## config.mk

```make
export PLATFORM = sky130hd
export DESIGN_NAME = fsmk_cvec_mem
export DESIGN_NICKNAME = d
export VERILOG_FILES = /design/src/rtl/fsmk_pkg.sv /design/src/rtl/fsmk_cvec_mem.sv
export SDC_FILE = /design/constraint.sdc
export NUM_CORES = 1
export LEC_CHECK = 0
export BUFFER_PORTS_ARGS = -buffer_cell sky130_fd_sc_hd__clkbuf_2
export CAP_MARGIN = 20
export CORE_MARGIN = 4
export CORE_UTILIZATION = 45
export CTS_BUF_LIST = sky130_fd_sc_hd__clkbuf_4 sky130_fd_sc_hd__clkbuf_8
export CTS_CLUSTER_DIAMETER = 120
export DETAILED_ROUTE_END_ITERATION = 10
export PLACE_DENSITY = 0.65
export SYNTH_ARGS = -nofsm -noshare
export SYNTH_HDL_FRONTEND = slang
export SYNTH_SLANG_ARGS = --single-unit
```

## constraint.sdc

```tcl
create_clock -name clk -period 2.4 [get_ports clk]
set_clock_uncertainty 0.15 [all_clocks]
set_input_delay 0.12 -clock clk [delete_from_list [all_inputs] [get_ports clk]]
set_output_delay 0.12 -clock clk [all_outputs]
set_load 0.03 [all_outputs]
```

## src/rtl/fsmk_pkg.sv

```systemverilog
`timescale 1ns / 1ps
`default_nettype none

package fsmk_pkg;

    // Table bounds
    localparam int MAX_JOBS     = 256;
    localparam int MAX_MACHINES = 32;

    localparam int JOB_W  = (MAX_JOBS > 1) ? $clog2(MAX_JOBS) : 1;
    localparam int MACH_W = (MAX_MACHINES > 1) ? $clog2(MAX_MACHINES) : 1;
    localparam int TT_AW  = JOB_W + MACH_W;
    localparam int TT_DEPTH = 1 << TT_AW;

    // Field widths
    localparam int JOBID_W = 8;
    localparam int MID_W   = 5;
    localparam int PT_W    = 16;
    localparam int CT_W    = 32;
    localparam int NM_W    = 6;

    // Action codes
    localparam logic ACT_LOAD  = 1'b0;
    localparam logic ACT_SCHED = 1'b1;

    // Processing time table port
    typedef struct packed {
        logic              wr_en;
        logic [TT_AW-1:0]  waddr;
        logic [PT_W-1:0]   wdata;
        logic              rd_en;
        logic [TT_AW-1:0]  raddr;
    } tt_req_t;

    // Completion vector port
    typedef struct packed {
        logic              rd_en;
        logic [MACH_W-1:0] raddr;
        logic              wr_en;
        logic [MACH_W-1:0] waddr;
        logic [CT_W-1:0]   wdata;
        logic              clear;
    } cv_req_t;

endpackage

`default_nettype wire

```

## src/rtl/fsmk_cvec_mem.sv

```systemverilog
`timescale 1ns / 1ps
`default_nettype none

module fsmk_cvec_mem (
    input  wire logic                     clk,
    input  wire logic                     rst_n,
    input  wire fsmk_pkg::cv_req_t        req,
    output logic [fsmk_pkg::CT_W-1:0]     rdata
);
    import fsmk_pkg::*;

    logic [CT_W-1:0]         mem [MAX_MACHINES];
    logic [CT_W-1:0]         q_reg;
    logic [MAX_MACHINES-1:0] valid_reg;
    logic                    qv_reg;

    always_ff @(posedge clk)
    begin
        if (req.wr_en)
        begin
            mem[req.waddr] <= req.wdata;
        end
        if (req.rd_en)
        begin
            q_reg <= mem[req.raddr];
        end
    end

    // entry never written since the last clear reads as zero
    always_ff @(posedge clk or negedge rst_n)
    begin
        if (!rst_n)
        begin
            valid_reg <= '0;
            qv_reg    <= 1'b0;
        end
        else
        begin
            if (req.clear)
            begin
                valid_reg <= '0;
            end
            else if (req.wr_en)
            begin
                valid_reg[req.waddr] <= 1'b1;
            end
            if (req.rd_en)
            begin
                qv_reg <= valid_reg[req.raddr];
            end
        end
    end

    assign rdata = qv_reg ? q_reg : '0;

endmodule

`default_nettype wire

```

# Word-level counts from Yosys, hierarchy flattened
# Memory sizes are Yosys's and may differ from the RTL's. A register that Yosys moved wholly into a read port is not among the register bits.
# Index checks and enable logic that the tools add are counted.
[word_totals]
mem_count = 1
ramBits = 1024
in_bits = 47
output_inout_bits = 32
wordCells = 18
ff_bits = 33
[memory_table]
columns = ["memory", "depth", "width", "read_ports", "rd_clocked_by_memory_dff", "wr", "line", "rtl"]
rows = [
  ["mem", 32, 32, 1, 1, 1, "fsmk_cvec_mem.sv:12", "logic [CT_W-1:0] mem [MAX_MACHINES];"],
]
[op_classes]
bitwise = 1
n_mux = 9
magnitude_cmp = 3
reduce_logical = 2
[op_table]
columns = ["cell", "count"]
rows = [
  ["two-way mux 32 bit", 3],
  ["OR 32 bit", 1],
  ["< comparator 5 x 6 -> 1 bit, second input constant", 2],
  ["binary-select mux 1 bit (select 5 bit)", 1],
  ["demux 1 bit (select 5 bit)", 1],
  ["greater-or-equal comparator 5 x 1 -> 1 bit, second input constant", 1],
  ["two-way mux 1 bit", 4],
  ["nonzero test 2 bit", 1],
  ["logical AND 1 bit", 1],
]

# Depth between registers and ports, before layout
[logic_depth]
depth_word = 7
depth_mapped = 8
ltp_nobuf = 5

# Least setup slack after synthesis
# OpenSTA, ideal clock, no wires.
[synth_timing]
path_type = "input-to-reg"
from = "input req[33] (netlist name)"
to = "memory mem[12][0], enable pin"
required_time_ns = 1.827
n_path_buf = 1
setup_ns = 0.423
setup_slack_ns = -0.336
stages = 3
t_arrival_ns = 2.163
path_cell_list = "or3b_2 > clkbuf_1 > nor2_1"
[synth_rtl]
columns = ["item", "line", "rtl"]
rows = [
  ["from (decl)", "fsmk_cvec_mem.sv:7", "input wire fsmk_pkg::cv_req_t req,"],
  ["to (decl)", "fsmk_cvec_mem.sv:12", ""],
]
# No word-level cell before the write port.

# Worst setup path in the final report
[layout_timing]
from = "input req[33] (netlist name)"
to = "memory mem[4][2], enable pin"
# No word-level cell before the write port.

==> results.sh <==
export IMPL_status="finished, final reports clean"
export IMPL_min_delay_path_class="primary input to flop"
export IMPL_syn_area_um2=41500
export IMPL_die_area_um2=97100
export IMPL_critical_path_top_cell_by_count="sky130_fd_sc_hd__dlygate4sd3_1"
export IMPL_synth_seq_cells=1089
export IMPL_maxSlewViolCount=0
export IMPL_grt_max_degree=43
export IMPL_worstSetupEndpointType="flop"
export IMPL_port_buffer_count=78
export IMPL_number_of_nets_in_the_synthesized_netlist=1754
export IMPL_critPathBufInv=4
export IMPL_dr_pass1_iters=5
export IMPL_synth_compound_area_share_pct=0.166
export IMPL_grtUsageTotal_pct=20.9
export IMPL_global_route_wire_length_before_repair_um=144000
export IMPL_postRouteAntennaNets=0
export IMPL_drcViolationCount=0
export IMPL_synthesis_instances=1707
export IMPL_layout_cells_most_common="sky130_fd_sc_hd__edfxtp_1"
export IMPL_cp_data_required_time_ns=2.72
export IMPL_clk_latency_ns=0.80
export IMPL_layout_drive_gt1_share_pct=38.8
export IMPL_filler_cell_count=6776
export IMPL_synth_top_family_by_area="multiplexers"
export IMPL_synth_area_in_simple_gates_pct=1.74
export IMPL_synth_unique_cells=26
export IMPL_die_x_um=312
export IMPL_tritoncts="yes"
export IMPL_worst_setup_path_type="primary input to flop"
export IMPL_number_of_buffers_added_by_the_clock_tree_synthesis_step=162
export IMPL_finalSetupViolCount=0
export IMPL_multiInputGateArea_um2=8760
export IMPL_design_final_nets=2075
export IMPL_cts_sinks=1089
export IMPL_post_synth_xor_xnor_area_pct=0
export IMPL_crit_arrival_ns=2.65
export IMPL_place_congestion=0.748
export IMPL_critPathMaxStageDelay_ns=0.71
export IMPL_area_growth_pct=16.9
export IMPL_tightestPinTransition_ns=0.632
export IMPL_largest_register_ffs=1024
export IMPL_ir_worst_vdd_mv=0.491
export IMPL_detail_route_vias_per_cell=5.90
export IMPL_vias=19700
export IMPL_core_area_um2=91500
export IMPL_dieHeight_um=312
export IMPL_antenna_found_initial=3
export IMPL_powerDensity_nw_per_um2=782
export IMPL_floorplan_initialDensity_pct=45.3
export IMPL_yosys_area_share_adder_pct=0
export IMPL_crit_slowest_cell="sky130_fd_sc_hd__or3b_2"
export IMPL_final_hold_violation_count=0
export IMPL_overall_routed_net_length_um=100000
export IMPL_wire_per_inst_um=30.0
export IMPL_critical_path_top_delay_family="buffers and inverters"
export IMPL_cp_cell_sequence="dlygate4sd3_1 > clkbuf_2 > or3b_2 > nor2_4 > dlygate4sd3_1 > buf_4"
export IMPL_cellLeakagePower_nw=15.5
export IMPL_max_freq_mhz=430
export IMPL_crit_path_max_fanout=10
export IMPL_min_period_over_period_pct=96.9
export IMPL_final_setup_worst_slack_ns=0.0740
export IMPL_synth_warning_count=0
export IMPL_first_global_vias=20600
export IMPL_timing_max_cap_violations=0
export IMPL_top_level_ports=79
export IMPL_finalWorstPathRequiredPeriod_ns=2.33
export IMPL_cts_buffer_depth=3
export IMPL_clk_transition_reported_paths_ns=0.06
export IMPL_worstSetupStartpointType="primary input"
export IMPL_slew_limit_headroom_pct=57.9
export IMPL_rows=111
export IMPL_register_area_um2=32500
export IMPL_grt_setup_unrepaired="no"
export IMPL_yosysSeqAreaShare_pct=78.5
export IMPL_dpl_worst_slack_ns=-0.0183
export IMPL_dp_final_hpwl_um=50100
export IMPL_most_common_layout_cells="1056 x sky130_fd_sc_hd__edfxtp_1, 320 x sky130_fd_sc_hd__mux4_2, 172 x sky130_fd_sc_hd__clkbuf_8, 74 x sky130_fd_sc_hd__clkbuf_2, 67 x sky130_fd_sc_hd__nor2_1"
export IMPL_total_power_mw=37.9
export IMPL_grt_overflow_total=0
export IMPL_synth_mux_area_fraction_pct=18.6
export IMPL_cts_htree_levels=4
export IMPL_synth_area_per_cell_um2=24.3
export IMPL_initialDrtViolationCount=2323
export IMPL_cts_root_buf="sky130_fd_sc_hd__clkbuf_8"
-- cell families (layout without fill, tap and decap cells) --
| kind of cell | Yosys count | count (layout) |
|---|---|---|
| flip-flops | 1089 | 1089 |
| buffers and inverters | 85 | 531 |
| AND/OR/NAND/NOR | 155 | 155 |
| other | 0 | 2 |
| AO/OA/AOI/OAI | 10 | 10 |
| multiplexers | 368 | 368 |
-- routing by layer --
metal,share of wire [%],global-route usage (%),vias up
met3,8.0,4.07,140
met1,39,28.7,10700
met4,2.0,5.90,0
met2,51,34.6,949
li1,-,-,7957
met5,0,0,-
-- worst paths after layout --
path / startpoint / to / slack [ns] / cells past startpoint
worst min-delay path: req[39] / q_reg[13] / 0.17 / 5
min in group asynchronous: rst_n / valid_reg[1] / 0.18 / 4
max in group asynchronous: rst_n / valid_reg[16] / 1.71 / 4
worst max register to register: mem[15][13] / q_reg[13] / 0.28 / 3
worst min register to register: valid_reg[4] / valid_reg[4] / 0.34 / 2
worst max-delay path: req[33] / mem[4][2] / 0.07 / 6
-- power by group --
group	total, mW	internal, mW	switching [mW]
Combinational	2.25	1.02	1.22
Clock	14.4	7.62	6.80
Sequential	21.2	21.2	0.0806
Total	37.9	29.8	8.10
-- layout make-up --
| class | count | share of cell area [%] |
|---|---|---|
| Tap cell | 1186 | 3.06 |
| Sequential cell | 1089 | 67.1 |
| Clock inverter | 60 | 0.658 |
| Antenna cell | 2 | 0.0103 |
| Timing Repair Buffer | 242 | 5.29 |
| Clock buffer | 229 | 5.77 |
| Multi-Input combinational cell | 533 | 18.1 |
-- worst reg2reg max path: stages (launching register included) --
cell and delay (ns):
sky130_fd_sc_hd__edfxtp_1 0.38, sky130_fd_sc_hd__mux4_2 0.50, sky130_fd_sc_hd__mux4_2 0.53, sky130_fd_sc_hd__mux2_2 0.29
-- repair_timing --
item	CTS	global route
resized for setup	1	0
hold buffers	52	0
endpoints found under the hold margin	1192	0
setup endpoints to repair	32	0
buffers inserted	2	0
-- cell usage after synthesis --
| cell type | number | area [µm²] |
|---|---|---|
| sky130_fd_sc_hd__a31oi_1 | 1 | 6.26 |
| sky130_fd_sc_hd__nor2b_1 | 2 | 12.5 |
| sky130_fd_sc_hd__mux4_2 | 320 | 7210 |
| sky130_fd_sc_hd__nand2b_1 | 2 | 12.5 |
| sky130_fd_sc_hd__buf_6 | 8 | 90.1 |
| sky130_fd_sc_hd__mux2i_1 | 16 | 160 |
| sky130_fd_sc_hd__buf_2 | 26 | 130 |
| sky130_fd_sc_hd__a22o_1 | 1 | 8.76 |
| sky130_fd_sc_hd__nor2_1 | 99 | 372 |
| sky130_fd_sc_hd__and3_1 | 1 | 6.26 |
| sky130_fd_sc_hd__edfxtp_1 | 1056 | 31700 |
| sky130_fd_sc_hd__dfrtp_1 | 33 | 826 |
| sky130_fd_sc_hd__a22oi_1 | 3 | 22.5 |
| sky130_fd_sc_hd__nand4_1 | 1 | 6.26 |
| sky130_fd_sc_hd__mux2_2 | 32 | 360 |
| sky130_fd_sc_hd__nand3b_1 | 5 | 37.5 |
| sky130_fd_sc_hd__or3_1 | 1 | 6.26 |
| sky130_fd_sc_hd__nand2_1 | 5 | 18.8 |
| sky130_fd_sc_hd__nand3_1 | 3 | 15.0 |
| sky130_fd_sc_hd__a21oi_1 | 3 | 15.0 |
| sky130_fd_sc_hd__and2_1 | 33 | 206 |
| sky130_fd_sc_hd__buf_1 | 3 | 11.3 |
| sky130_fd_sc_hd__a41oi_1 | 1 | 8.76 |
| sky130_fd_sc_hd__a211oi_1 | 1 | 7.51 |
| sky130_fd_sc_hd__or3b_2 | 3 | 26.3 |
| sky130_fd_sc_hd__clkbuf_1 | 48 | 180 |
-- stage by stage --
stage               utilization (%)  std cells  cell area [µm²]    TNS, ns  hold WS, ns
finish                         52.9       3341            48500          0        0.171
global route                   52.9       3340            48500          0        0.149
CTS                            52.9       3339            48500          0       0.0892
detailed placement             48.9       2996            44800    -0.0274        0.105
global placement               48.9       2996            44800  -0.000800       0.0724
floorplan                         -       1707            41500    -133.45       -0.326
No activity file was read; power rests on OpenSTA's default activity.
